$ cat src/epafu_pkg.sv
`default_nettype none

package epafu_pkg;

	// operation codes
	localparam logic [2:0] CMD_IN  = 3'd0;
	localparam logic [2:0] CMD_ADC = 3'd1;
	localparam logic [2:0] CMD_SBC = 3'd2;
	localparam logic [2:0] CMD_LDI = 3'd3;
	localparam logic [2:0] CMD_RLD = 3'd4;
	localparam logic [2:0] CMD_RRD = 3'd5;

	// flag bit positions
	localparam int unsigned FL_C  = 0;
	localparam int unsigned FL_N  = 1;
	localparam int unsigned FL_PV = 2;
	localparam int unsigned FL_F3 = 3;
	localparam int unsigned FL_H  = 4;
	localparam int unsigned FL_F5 = 5;
	localparam int unsigned FL_Z  = 6;
	localparam int unsigned FL_S  = 7;

	// one operation with all of its operands
	typedef struct packed {
		logic [2:0]  cmd;
		logic [15:0] hl;
		logic [15:0] pair;
		logic [7:0]  acc;
		logic [7:0]  data;
		logic [7:0]  ir;
		logic [7:0]  flags;
		logic        iff2;
		logic [15:0] bc;
	} op_t;

	// one result word
	typedef struct packed {
		logic [15:0] hl;
		logic [7:0]  acc;
		logic [7:0]  mem;
		logic [7:0]  flags;
		logic [15:0] memptr;
	} res_t;

	// S, Z, F5, F3 and parity from a byte, H = N = 0, carry kept
	function automatic logic [7:0] byte_flags(input logic c, input logic [7:0] b);
		logic [7:0] f;
		f        = 8'h00;
		f[FL_C]  = c;
		f[FL_S]  = b[7];
		f[FL_F5] = b[5];
		f[FL_F3] = b[3];
		f[FL_Z]  = (b == 8'h00);
		f[FL_PV] = ~^b;
		return f;
	endfunction

endpackage

`default_nettype wire

$ cat src/epafu_alu.sv
`default_nettype none

module epafu_alu (
	input  wire  epafu_pkg::op_t  op,
	output epafu_pkg::res_t       res
);
	import epafu_pkg::*;

	logic        c_in;
	logic [16:0] add_w;
	logic [12:0] add_lo;
	logic [16:0] sub_w;
	logic [12:0] sub_lo;
	logic [15:0] hl_inc;
	logic [15:0] bc_inc;
	logic [7:0]  rld_acc;
	logic [7:0]  rrd_acc;

	assign c_in    = op.flags[FL_C];
	assign add_w   = {1'b0, op.hl} + {1'b0, op.pair} + {16'd0, c_in};
	assign add_lo  = {1'b0, op.hl[11:0]} + {1'b0, op.pair[11:0]} + {12'd0, c_in};
	assign sub_w   = {1'b0, op.hl} - {1'b0, op.pair} - {16'd0, c_in};
	assign sub_lo  = {1'b0, op.hl[11:0]} - {1'b0, op.pair[11:0]} - {12'd0, c_in};
	assign hl_inc  = op.hl + 16'd1;
	assign bc_inc  = op.bc + 16'd1;
	assign rld_acc = {op.acc[7:4], op.data[7:4]};
	assign rrd_acc = {op.acc[7:4], op.data[3:0]};

	always_comb begin
		res.hl     = op.hl;
		res.acc    = op.acc;
		res.mem    = 8'h00;
		res.flags  = op.flags;
		res.memptr = 16'h0000;
		case (op.cmd)
			CMD_IN: begin
				res.flags  = byte_flags(c_in, op.data);
				res.memptr = bc_inc;
			end
			CMD_ADC: begin
				res.hl            = add_w[15:0];
				res.flags         = 8'h00;
				res.flags[FL_S]   = add_w[15];
				res.flags[FL_F5]  = add_w[13];
				res.flags[FL_F3]  = add_w[11];
				res.flags[FL_Z]   = (add_w[15:0] == 16'h0000);
				res.flags[FL_PV]  = ~(op.hl[15] ^ op.pair[15]) & (op.hl[15] ^ add_w[15]);
				res.flags[FL_C]   = add_w[16];
				res.flags[FL_H]   = add_lo[12];
				res.memptr        = hl_inc;
			end
			CMD_SBC: begin
				res.hl            = sub_w[15:0];
				res.flags         = 8'h00;
				res.flags[FL_S]   = sub_w[15];
				res.flags[FL_F5]  = sub_w[13];
				res.flags[FL_F3]  = sub_w[11];
				res.flags[FL_Z]   = (sub_w[15:0] == 16'h0000);
				res.flags[FL_PV]  = (op.hl[15] ^ op.pair[15]) & (op.hl[15] ^ sub_w[15]);
				res.flags[FL_C]   = sub_w[16];
				res.flags[FL_N]   = 1'b1;
				res.flags[FL_H]   = sub_lo[12];
				res.memptr        = hl_inc;
			end
			CMD_LDI: begin
				res.acc           = op.ir;
				res.flags         = byte_flags(c_in, op.ir);
				res.flags[FL_PV]  = op.iff2;
			end
			CMD_RLD: begin
				res.mem    = {op.data[3:0], op.acc[3:0]};
				res.acc    = rld_acc;
				res.flags  = byte_flags(c_in, rld_acc);
				res.memptr = hl_inc;
			end
			CMD_RRD: begin
				res.mem    = {op.acc[3:0], op.data[7:4]};
				res.acc    = rrd_acc;
				res.flags  = byte_flags(c_in, rrd_acc);
				res.memptr = hl_inc;
			end
			default: begin
				// unknown codes leave everything as it was
				res.hl = op.hl;
			end
		endcase
	end

endmodule

`default_nettype wire

$ cat src/ed_page_alu_flag_unit.sv
`default_nettype none

// channel   handshake        payload
// command   start / busy     cmd hl_in operand_pair acc_in data_byte ir_value
//                            flags_in iff2_in port_pair
// result    done (strobe)    hl_out acc_out mem_out flags_out memptr_out
//
// one command word is taken per cycle while busy is low; its result word
// appears after acceptance through the input register, then the result
// register, with done high for a single cycle
// throughput is one word per clock once busy is low, set by the single add/subtract stage
// busy is high during reset and until the first clock edge after reset is released
// the receiver cannot stall; results are never held back

module ed_page_alu_flag_unit (
	input  wire         clk,
	input  wire         arst_n,
	input  wire         start,
	output logic        busy,
	input  wire  [2:0]  cmd,
	input  wire  [15:0] hl_in,
	input  wire  [15:0] operand_pair,
	input  wire  [7:0]  acc_in,
	input  wire  [7:0]  data_byte,
	input  wire  [7:0]  ir_value,
	input  wire  [7:0]  flags_in,
	input  wire         iff2_in,
	input  wire  [15:0] port_pair,
	output logic        done,
	output logic [15:0] hl_out,
	output logic [7:0]  acc_out,
	output logic [7:0]  mem_out,
	output logic [7:0]  flags_out,
	output logic [15:0] memptr_out
);
	import epafu_pkg::*;

	logic   busy_q;
	logic   vld_s1;
	logic   vld_s2;
	logic   accept;
	op_t    op_s1;
	res_t   res_comb;
	res_t   res_s2;

	assign accept = start & ~busy_q;

	// busy covers the cycle right after reset only
	always_ff @(posedge clk or negedge arst_n) begin
		if (!arst_n) begin
			busy_q <= 1'b1;
			vld_s1 <= 1'b0;
			vld_s2 <= 1'b0;
		end else begin
			busy_q <= 1'b0;
			vld_s1 <= accept;
			vld_s2 <= vld_s1;
		end
	end

	// input register, payload only
	always_ff @(posedge clk) begin
		if (accept) begin
			op_s1.cmd   <= cmd;
			op_s1.hl    <= hl_in;
			op_s1.pair  <= operand_pair;
			op_s1.acc   <= acc_in;
			op_s1.data  <= data_byte;
			op_s1.ir    <= ir_value;
			op_s1.flags <= flags_in;
			op_s1.iff2  <= iff2_in;
			op_s1.bc    <= port_pair;
		end
	end

	epafu_alu u_alu (
		.op  (op_s1),
		.res (res_comb)
	);

	// result register
	always_ff @(posedge clk) begin
		if (vld_s1) begin
			res_s2 <= res_comb;
		end
	end

	assign busy       = busy_q;
	assign done       = vld_s2;
	assign hl_out     = res_s2.hl;
	assign acc_out    = res_s2.acc;
	assign mem_out    = res_s2.mem;
	assign flags_out  = res_s2.flags;
	assign memptr_out = res_s2.memptr;

	// every accepted word comes out through the input and result registers
	a_latency: assert property (@(posedge clk) disable iff (!arst_n)
		accept |-> ##2 done)
		else $error("accepted word produced no result");

	// a result needs a word in the input stage the cycle before
	a_no_phantom: assert property (@(posedge clk) disable iff (!arst_n)
		done |-> $past(vld_s1))
		else $error("result strobe without a word in flight");

	// only the digit rotates write a memory byte
	a_mem_byte: assert property (@(posedge clk) disable iff (!arst_n)
		(done && (mem_out != 8'h00)) |->
			($past(op_s1.cmd) == CMD_RLD || $past(op_s1.cmd) == CMD_RRD))
		else $error("memory byte from an operation that writes none");

	// n is set only by subtraction or kept by an unknown code
	a_n_flag: assert property (@(posedge clk) disable iff (!arst_n)
		(done && flags_out[FL_N]) |->
			($past(op_s1.cmd) == CMD_SBC || $past(op_s1.cmd) > CMD_RRD))
		else $error("n flag set by an add-type operation");

	// once out of reset the unit never blocks
	a_busy_once: assert property (@(posedge clk) disable iff (!arst_n)
		!busy_q |=> !busy_q)
		else $error("busy reasserted after reset");

endmodule

`default_nettype wire

$ cat config.mk
export PLATFORM = sky130hd
export DESIGN_NAME = ed_page_alu_flag_unit
export DESIGN_NICKNAME = d
export VERILOG_FILES = /design/src/epafu_pkg.sv /design/src/epafu_alu.sv /design/src/ed_page_alu_flag_unit.sv
export SDC_FILE = /design/constraint.sdc
export NUM_CORES = 1
export LEC_CHECK = 0
export ABC_AREA = 0
export BUFFER_PORTS_ARGS = -buffer_cell sky130_fd_sc_hd__buf_4
export CORE_ASPECT_RATIO = 1.2
export CORE_MARGIN = 10
export CORE_UTILIZATION = 61
export DETAILED_ROUTE_END_ITERATION = 12
export GPL_ROUTABILITY_DRIVEN = 0
export PLACE_DENSITY = 0.95
export SYNTH_ARGS = -nofsm -noshare
export SYNTH_HDL_FRONTEND = slang
export SYNTH_SLANG_ARGS = --single-unit
export TNS_END_PERCENT = 20
$ cat constraint.sdc
create_clock -name clk -period 8.1 [get_ports clk]
set_clock_uncertainty 0.15 [all_clocks]
set_input_delay 0.81 -clock clk [delete_from_list [all_inputs] [get_ports clk]]
set_output_delay 0.81 -clock clk [all_outputs]
set_load 0.005 [all_outputs]
# --- Word-level counts from Yosys, hierarchy flattened ---
# Cells that the tools add are included.
totals:
  regBits: 143
  input_bits: 87
  output_inout_bits: 58
  word_cells: 56
classes:
  addsub: 10
  n_eq_ne: 5
  muxes: 5
  bitwise_logic: 8
  reduce_logical: 11
op_table:
  columns: ["operator", "count"]
  rows:
  - ["$pmux 16 s2", 2]
  - ["$pmux 8 s6", 1]
  - ["$add 16x1->16 const B", 2]
  - ["$logic_not 16->1", 2]
  - ["$logic_not 8->1", 4]
  - ["$pmux 8 s3", 1]
  - ["$reduce_xnor 8->1", 3]
  - ["$add 16x16->17", 1]
  - ["$add 17x1->17", 1]
  - ["$sub 16x16->17", 1]
  - ["$sub 17x1->17", 1]
  - ["$pmux 8 s2", 1]
  - ["$add 12x12->13", 1]
  - ["$add 13x1->13", 1]
  - ["$sub 12x12->13", 1]
  - ["$sub 13x1->13", 1]
  - ["$eq 3x2->1 const B", 2]
  - ["$eq 3x3->1 const B", 2]
  - ["$reduce_or 4->1", 1]
  - ["$and 1x1->1", 3]
  - ["$eq 3x1->1 const B", 1]
  - ["$logic_not 3->1", 1]
  - ["$xor 1x1->1", 3]
  - ["$not 1->1", 2]

# --- Depth between registers and ports, before layout ---
# Gate-level depths: netlist of run 1.
logic_depth:
  depth_word: 5
  depth_mapped: 16
  depth_no_buf: 14

# --- Modules after synthesis ---
# From an unflattened synthesis of run 1, not the netlist that was laid out.
hier_totals:
  cells_unflattened: 687
  hier_area_um2: 7865.0
by_module_without_submodules:
  columns: ["module", "n_inst", "cells_each", "area_per_inst_um2", "seq_area_each_um2"]
  rows:
  - ["ed_page_alu_flag_unit", 1, 145, 4297.9, 4280.4]
  - ["epafu_alu", 1, 542, 3567.2, 0.0]

# --- Worst setup path before layout of run 1 ---
# No wires, ideal clock.
synth_timing:
  path_kind: "input to register"
  startpoint: "in start"
  endpoint: "reg op_s1[0] (netlist name), enable pin"
  setup_time_ps: 537
  arrival_ps: 4504
  t_required_ps: 7413
  path_slack_ps: 2909
  cell_stages: 1
  n_path_buf: 0
  cell_sequence: "nor2b_1"
synth_between:
  elab_chain_cells: 1
synth_lines:
  columns: ["element", "line_no", "rtl"]
  rows:
  - ["start, declared", "ed_page_alu_flag_unit.sv:18", "input wire start,"]
  - ["$and 1x1->1", "ed_page_alu_flag_unit.sv:46", "assign accept = start & ~busy_q;"]
  - ["end, declared", "ed_page_alu_flag_unit.sv:42", "op_t op_s1;"]
# No other way between the ends.
# A chain may end at the register's enable or synchronous reset.

==> impl_metrics.ini, run 1 <==
[outcome]
run_status = finished clean

[cts]
cts_setup_buffers = 0
cts_resized = 0
clk_latency_ns = 0.42
cts-root-buf = clkbuf_16
cts_tree = done
clk_pin_slew_ns = 0.06
clock_sinks = 143
htree_levels = 4
numCtsBuffers = 17
cts_hold_buf = 0
clockBufferDepth = 2

[floorplan]
core_area_um2 = 12700
die_y_um = 145
start_util = 0.628
io_pins = 145
dieArea_um2 = 18100
rows = 45
die_w_um = 124

[global_route]
grt_max_degree = 86
track_usage = 0.233
grt_overflow_total = 0
antenna_found_initial = 0
grt_first_pass_wirelength_um = 34300
grt_pass1_vias = 6508

[routing]
drc_errors = 0
num_vias = 6414
via_per_inst = 6.35
drt.antenna.violating_nets = 0
wl_um = 21700
first_pass_iters = 6
drt-initial-drc-count = 930
wl_per_cell_um = 21.4

[power_and_ir_drop]
irDropWorstVdd_mv = 0.226
p_leak_uw = 0.00397
p_per_area_nw_per_um2 = 200
power_uw = 1960

[placed_design]
dpl-instance-area_um2 = 9200
io_buffers = 144
dp_hpwl_um = 15100

[logic_synthesis]
synth_area_leaders = edfxtp_1 (53%), ha_1 (8.1%), xnor2_1 (4.5%), inv_1 (3.0%), a21oi_1 (2.6%)
avgSynthCellArea_um2 = 11.6
ys_ff_latch = 143
synth-warning-count = 0
netlist_area_um2 = 7990
synth.distinct_cells = 69
syn_inst = 686
yosys-top-cells-count = edfxtp_1 (140), inv_1 (64), ha_1 (52)
ys.flop_type = edfxtp_1
synth_fp_nets = 829
synthArstFlopShare = 0.0210
ys_seq_area_frac = 0.536
yosysMostFrequentCell = edfxtp_1
synth.top_cell.area_share = 0.526
synth_area_leader_cell = edfxtp_1
synth_edf_count = 140

[sta]
setup_violations = 0
period_needed_ns = 4.32
hold_ws_ns = 0.0119
clock.fmax_mhz = 232
relSlewSlack = 0.163
worst_slew_pin_slew_ns = 1.25
slew_violations = 0
hold_viol_final = 0
tns_ns = 0
rsz0062_at_grt = no
post-route-period-util = 0.533

[critical_path]
path_max_fanout = 4
required_ns = 8.13
critical_path_class = reg2reg
endpoint_kind = flop
arrival_ns = 4.34
start_kind = flop
rr_worst_depth = 14

[final_layout]
antenna_cells = 0
finish.instance_area_um2 = 9780
drive_gt1_frac = 0.242
area.growth.synth_to_final_pct = 22.5
nets = 976

[flow_run]
drv_cap = 0

[min_path]
min_path_type = in2async
-- layout by cell type (no fill, tap or decap), types with 6 or more instances in the layout --
| master | count |
|---|---|
| mux2i_1 | 8 |
| xor2_1 | 20 |
| nand2b_1 | 8 |
| ha_1 | 52 |
| nor2b_1 | 6 |
| o22ai_1 | 15 |
| nor2_1 | 42 |
| clkbuf_16 | 17 |
| o21ai_0 | 21 |
| nand3_1 | 12 |
| a21o_1 | 12 |
| nand2_1 | 43 |
| a221o_1 | 6 |
| xnor2_1 | 41 |
| a21oi_1 | 42 |
| buf_4 | 147 |
| nor4_1 | 8 |
| a22oi_1 | 9 |
| edfxtp_1 | 140 |
| inv_1 | 64 |
| nor3_1 | 10 |
| a31oi_1 | 7 |
| nand4_1 | 9 |
-- metal layers --
metal | track usage | up-vias | share of wire
met4 | 0.111 | 0 | 0.045
li1 | - | 2829 | -
met2 | 0.385 | 497 | 0.49
met5 | 0 | - | 0
met3 | 0.0648 | 107 | 0.11
met1 | 0.275 | 2981 | 0.36
-- metrics by stage --
stage,cells,setup WS [ns],util
after CTS,1010,3.81,0.769
after detailed placement,978,3.84,0.723
after global placement,978,3.92,0.723
final,1010,3.78,0.769
after floorplan,686,2.91,-
after global routing,1010,3.63,0.769
-- path summary, 6_finish.rpt --
check                      startpoint            to  slack (ns)
max                         op_s1[17]  flags_out[0]        3.78
min                            arst_n        vld_s1        0.01
max reg2reg                 op_s1[17]  flags_out[0]        3.78
min reg2reg                    vld_s1          done        0.24
max in group asynchronous      arst_n          busy        7.60
min in group clk               vld_s1          done        0.24
-- report_power, final --
part           internal (µW)  switching (µW)  leakage (µW)
Clock                    466             313      0.000284
Combinational            132             163       0.00233
Sequential               856            25.6       0.00136
Total                   1450             501       0.00397
-- worst max-delay path: stages (launching register included) --
cell	delay [ns]
edfxtp_1	0.46
fa_1	0.62
inv_1	0.09
ha_1	0.19
or2_2	0.28
fa_1	0.44
nand2b_1	0.20
a31o_2	0.27
a211oi_2	0.37
o31a_1	0.17
o21ai_1	0.09
a21o_1	0.21
a21oi_1	0.16
xor2_1	0.08
a221o_1	0.28
-- state kept, by name, indices dropped and copies added (netlist names) --
signal and cells:
memptr_out 16, acc_out 8, op_s1 84, busy 1
done 1, flags_out 8, vld_s1 1, mem_out 8
hl_out 16
-- cell type report --
type	instances	area, µm²
Clock buffer	21	450
Clock inverter	11	133
Fill cell	760	2940
Inverter	65	244
Multi-Input combinational cell	459	3370
Sequential cell	143	4280
Tap cell	164	205
Timing Repair Buffer	147	1100
-- kinds of logic after synthesis --
| logic type | after synthesis | share of synthesized area |
|---|---|---|
| and+or+nand+nor | 169 | 0.108 |
| AOI/OAI and AO/OA | 159 | 0.137 |
| DFF | 143 | 0.536 |
| buffers and inverters | 84 | 0.0435 |
| xor gates and xnor gates | 61 | 0.0669 |
| adders and majority gates | 56 | 0.0915 |
| muxes | 13 | 0.0171 |
| other | 1 | 0.000469 |
Power figures use the tool's default switching activity.
==> run 2: changes to the inputs <==
--- a/config.mk
+++ b/config.mk
@@ -9,10 +9,10 @@
 export BUFFER_PORTS_ARGS = -buffer_cell sky130_fd_sc_hd__buf_4
 export CORE_ASPECT_RATIO = 1.2
 export CORE_MARGIN = 10
-export CORE_UTILIZATION = 61
+export CORE_UTILIZATION = 57
 export DETAILED_ROUTE_END_ITERATION = 12
 export GPL_ROUTABILITY_DRIVEN = 0
-export PLACE_DENSITY = 0.95
+export PLACE_DENSITY = 0.91
 export SYNTH_ARGS = -nofsm -noshare
 export SYNTH_HDL_FRONTEND = slang
 export SYNTH_SLANG_ARGS = --single-unit
==> constraint.sdc (replaced) <==
create_clock -name clk -period 4.5 [get_ports clk]
set_clock_uncertainty 0.15 [all_clocks]
set_input_delay 0.45 -clock clk [delete_from_list [all_inputs] [get_ports clk]]
set_output_delay 0.45 -clock clk [all_outputs]
set_load 0.005 [all_outputs]
==> impl_metrics.ini, run 2 (same netlist as run 1, synthesis figures left out) <==
[global_route]
grt_overflow_total = 0
grt_pass1_vias = 6119
grt_first_pass_wirelength_um = 32000
gr-usage-met2 = 0.352
grt_max_degree = 86
grt_use_met1 = 0.259
top_usage_layer = met2
met3_usage = 0.0545
antenna_found_initial = 0
track_usage = 0.213

[cts]
clock_sinks = 143
clockBufferDepth = 2
cts_tree = done
cts_resized = 0
htree_levels = 4
cts-root-buf = clkbuf_16
clk_pin_slew_ns = 0.06
numCtsBuffers = 17
clk_latency_ns = 0.43

[routing]
num_vias = 6058
first_pass_iters = 6
via_per_inst = 5.92
drc_errors = 0
drt.antenna.violating_nets = 0
wl_per_cell_um = 20.0
wl_um = 20400
drt-initial-drc-count = 482

[floorplan]
start_util = 0.580
io_pins = 145
die_y_um = 150
dieArea_um2 = 19200
die_w_um = 128
core_area_um2 = 13800
rows = 47

[sta]
fin_ws_ns = 0.251
clock.fmax_mhz = 235
setup_violations = 0
period_needed_ns = 4.25
tns_ns = 0
post-route-period-util = 0.944
slew_violations = 0
hold_viol_final = 0
rsz0062_at_grt = no
worst_slew_pin_slew_ns = 1.25
relSlewSlack = 0.165

[placed_design]
dpl-instance-area_um2 = 9250
place_ws_ns = 0.305
placed_cells = 990
dp_hpwl_um = 15300
io_buffers = 144

[final_layout]
nFillCells = 968
top_register = op_s1
final_common_cell = buf_4
layout_common_cells = buf_4 (152), edfxtp_1 (140), inv_1 (64)
finalNonFillerCells = 1023
largest_reg_flops = 84
nets = 982
finish.instance_area_um2 = 9800
antenna_cells = 0
area.growth.synth_to_final_pct = 22.7
drive_gt1_frac = 0.248

[power_and_ir_drop]
clkPwrFrac = 0.378
p_int_uw = 2500
p_per_area_nw_per_um2 = 346
sw_frac_of_total = 0.263
p_leak_uw = 0.00397
power_frac_seq = 0.466
p_switching_uw = 893
irDropWorstVdd_mv = 0.286
power_frac_comb = 0.156

[critical_path]
worstSetupStartpoint = op_s1[17]
path_max_fanout = 4
crit_top_cell = fa_1
cp.depth = 15
cp_cell_sequence = fa_1 > inv_1 > ha_1 > or2_2 > fa_1 > nand2b_1 > a31o_2 > a211oi_2 > buf_4 > o31ai_1 > a21oi_1 > xnor2_1 > nor4_1 > a31oi_1 > o21ai_1
r2r-start = op_s1[17]
arrival_ns = 4.27
critical_path_class = reg2reg
cp_top_family = adder cells
cp_slowest_cell = fa_1
required_ns = 4.52
start_kind = flop
endpoint_kind = flop
rr_worst_depth = 15
critPathBufInv = 2
cp_slowest_stage_delay_ns = 0.63

[flow_run]
drv_cap = 0

[outcome]
run_status = finished clean

[min_path]
hold_depth = 1
hold_path.startpoint = acc_in[2]
min_path_type = in2reg
run 2: cell type report:
type | count | area (µm²) | share of cell area
Clock inverter | 13 | 108 | 0.0110
Multi-Input combinational cell | 459 | 3370 | 0.344
Clock buffer | 19 | 433 | 0.0442
Timing Repair Buffer | 153 | 1150 | 0.117
Sequential cell | 143 | 4280 | 0.437
Tap cell | 171 | 214 | 0.0218
Inverter | 65 | 244 | 0.0249
run 2: routing by layer:
layer / wire (µm) / up-vias / share of wire
li1: - / 2844 / -
met1: 8080 / 2876 / 0.40
met2: 10300 / 287 / 0.50
met3: 1480 / 51 / 0.073
met4: 595 / 0 / 0.029
met5: 0 / - / 0
run 2: power by group through the flow:
stage / Combinational, µW / Sequential (µW) / Clock, µW
after floorplan: 326 / 1600 / 0
after global placement: 502 / 1600 / 0
after detailed placement: 515 / 1610 / 0
after CTS: 522 / 1580 / 1290
after global routing: 577 / 1590 / 1350
final: 528 / 1580 / 1280
run 2: final timing paths:
kind,to,slack [ns]
hold / removal,op_s1[43],0.04
max in group asynchronous,busy,3.80
setup / recovery,flags_out[6],0.25
setup reg to reg,flags_out[6],0.25
hold reg to reg,done,0.27
min in group asynchronous,done,0.21
run 2: metrics by stage:
stage	hold WS, ns	util	power [µW]
3_5_place_dp	0.0930	0.672	2120
5_1_grt	0.0314	0.712	3520
4_1_cts	0.0355	0.712	3390
3_3_place_gp	0.0880	0.672	2110
2_1_floorplan	0.00441	-	1930
6_report	0.0436	0.712	3390
run 2: worst reg2reg max path, cell delays in order, from the launching register on:
cell	delay, ns
edfxtp_1	0.46
fa_1	0.63
inv_1	0.07
ha_1	0.19
or2_2	0.28
fa_1	0.44
nand2b_1	0.21
a31o_2	0.27
a211oi_2	0.26
buf_4	0.17
o31ai_1	0.07
a21oi_1	0.27
xnor2_1	0.18
nor4_1	0.09
a31oi_1	0.16
o21ai_1	0.08
run 2: what timing repair did:
action | CTS | global route
hold endpoints to repair | 3 | 0
hold buffers | 1 | 0
buffers inserted | 0 | 0
==> run 3: changes to the inputs <==
--- a/config.mk
+++ b/config.mk
@@ -8,11 +8,11 @@
 export ABC_AREA = 0
 export BUFFER_PORTS_ARGS = -buffer_cell sky130_fd_sc_hd__buf_4
 export CORE_ASPECT_RATIO = 1.2
-export CORE_MARGIN = 10
-export CORE_UTILIZATION = 57
+export CORE_MARGIN = 2
+export CORE_UTILIZATION = 25
 export DETAILED_ROUTE_END_ITERATION = 12
 export GPL_ROUTABILITY_DRIVEN = 0
-export PLACE_DENSITY = 0.91
+export PLACE_DENSITY = 0.52
 export SYNTH_ARGS = -nofsm -noshare
 export SYNTH_HDL_FRONTEND = slang
 export SYNTH_SLANG_ARGS = --single-unit
==> impl_metrics.ini, run 3 (same netlist as run 1, synthesis figures left out) <==
[outcome]
run_status = finished with violations
failed_checks = design-rule violations

[critical_path]
crit_top_cell = fa_1
cp_cell_sequence = fa_1 > inv_1 > ha_1 > or2_2 > fa_1 > nand2b_1 > a31o_2 > a211oi_2 > o31a_1 > o21ai_1 > a21o_1 > a21oi_1 > xor2_1 > a221o_1
required_ns = 4.53
critical_path_class = reg2reg
path_max_fanout = 4
cp_slowest_cell = fa_1
reg2reg_slack_ns = 0.24
arrival_ns = 4.29
endpoint_kind = flop
start_kind = flop
cp_slowest_stage_delay_ns = 0.62

[global_route]
grt_overflow_total = 0
grt_pass1_vias = 5828
antenna_found_initial = 1
track_usage = 0.135
grt_max_degree = 86
grt_first_pass_wirelength_um = 33800

[sta]
worst_slew_pin_slew_ns = 1.14
rsz0062_at_grt = no
hold_viol_final = 0
setup_violations = 0
relSlewSlack = 0.242
tns_ns = 0
clock.fmax_mhz = 234
post-route-period-util = 0.948
period_needed_ns = 4.26
slew_violations = 0

[floorplan]
io_pins = 145
rows = 71
start_util = 0.254
dieArea_um2 = 33400
die_w_um = 167
core_area_um2 = 31400
die_y_um = 200

[final_layout]
final_common_cell = buf_4
area.growth.synth_to_final_pct = 28.2
nets = 986
layout_common_cells = buf_4 (156), edfxtp_1 (140), inv_1 (64)
drive_gt1_frac = 0.251
largest_reg_flops = 84
finalNonFillerCells = 1257
top_register = op_s1

[power_and_ir_drop]
irDropWorstVdd_mv = 0.252
p_per_area_nw_per_um2 = 363
p_leak_uw = 0.00406
power_uw = 3720

[cts]
clock_sinks = 143
cts_tree = done
clk_latency_ns = 0.43
clockBufferDepth = 2
clk_pin_slew_ns = 0.06
htree_levels = 4
numCtsBuffers = 17
cts_resized = 0
cts-root-buf = clkbuf_16

[flow_run]
drv_cap = 0

[routing]
drc_errors = 3
drt.antenna.violating_nets = 0
wl_per_cell_um = 17.8
wl_um = 22400
first_pass_iters = 9
via_per_inst = 4.61
drt-initial-drc-count = 393
num_vias = 5793

[min_path]
min_path_type = in2reg

[placed_design]
dp_hpwl_um = 17300
placed_cells = 1223
io_buffers = 144
[run 3: cell count changes in the layout (fill, tap and decap cells not counted)]
cell,delta
buf_4,+4
bufinv_16,+6
clkbuf_1,-2
clkinv_1,+1
clkinv_4,-1
clkinvlp_4,-3
diode_2,+1
inv_8,-2
[run 3: final timing paths]
| kind | start | to | cells past startpoint |
|---|---|---|---|
| setup / recovery | op_s1[17] | flags_out[0] | 14 |
| hold / removal | hl_in[10] | op_s1[75] | 1 |
| setup reg to reg | op_s1[17] | flags_out[0] | 14 |
| hold reg to reg | op_s1[24] | flags_out[7] | 1 |
| max in group asynchronous | arst_n | busy | 2 |
| min in group asynchronous | arst_n | done | 2 |
[run 3: report_power, final]
group	internal [µW]	switching (µW)
clock network	1040	566
registers	1540	46.7
logic	243	283
total	2820	895
[run 3: layer usage]
| metal | vias up | part of all wire | global-route usage |
|---|---|---|---|
| met1 | 2773 | 0.45 | 0.173 |
| li1 | 2840 | - | - |
| met3 | 24 | 0.037 | 0.0243 |
| met2 | 156 | 0.49 | 0.226 |
| met5 | - | 0 | 0 |
| met4 | 0 | 0.022 | 0.0554 |
[run 3: per-stage QoR]
step / utilization / hold WS [ns] / setup WS (ns) / cell area (µm²)
CTS: 0.325 / 0.0216 / 0.226 / 10200
global placement: 0.304 / 0.0889 / 0.309 / 9560
detailed placement: 0.304 / 0.0914 / 0.243 / 9560
floorplan: - / 0.00441 / 0.517 / 7990
finish: 0.326 / 0.0424 / 0.235 / 10200
global route: 0.326 / 0.0167 / 0.00948 / 10200
[run 3: area by class of cell]
cell class / instances / area (µm²)
antenna: 1 / 2.50
timing repair buffer: 157 / 1180
multi-input combinational: 459 / 3370
clock buffer: 17 / 425
inverter: 65 / 244
clock inverter: 14 / 238
sequential: 143 / 4280
fill: 3246 / 21200
tap: 401 / 502
[run 3: what timing repair did]
action | 4_1_cts | 5_1_grt
hold endpoints to repair | 3 | 0
endpoints found under the setup margin | 0 | 1
hold buffers | 1 | 0
setup buffers | 0 | 1
[run 3: worst max-delay path: cells and delay by family (launching register included)]
kind                       cells  cell delay (ns)
AOI/OAI and AO/OA              7             1.51
adders and majority gates      3             1.24
and+or+nand+nor                2             0.50
DFF                            1             0.45
xor gates and xnor gates       1             0.09
buffers and inverters          1             0.08
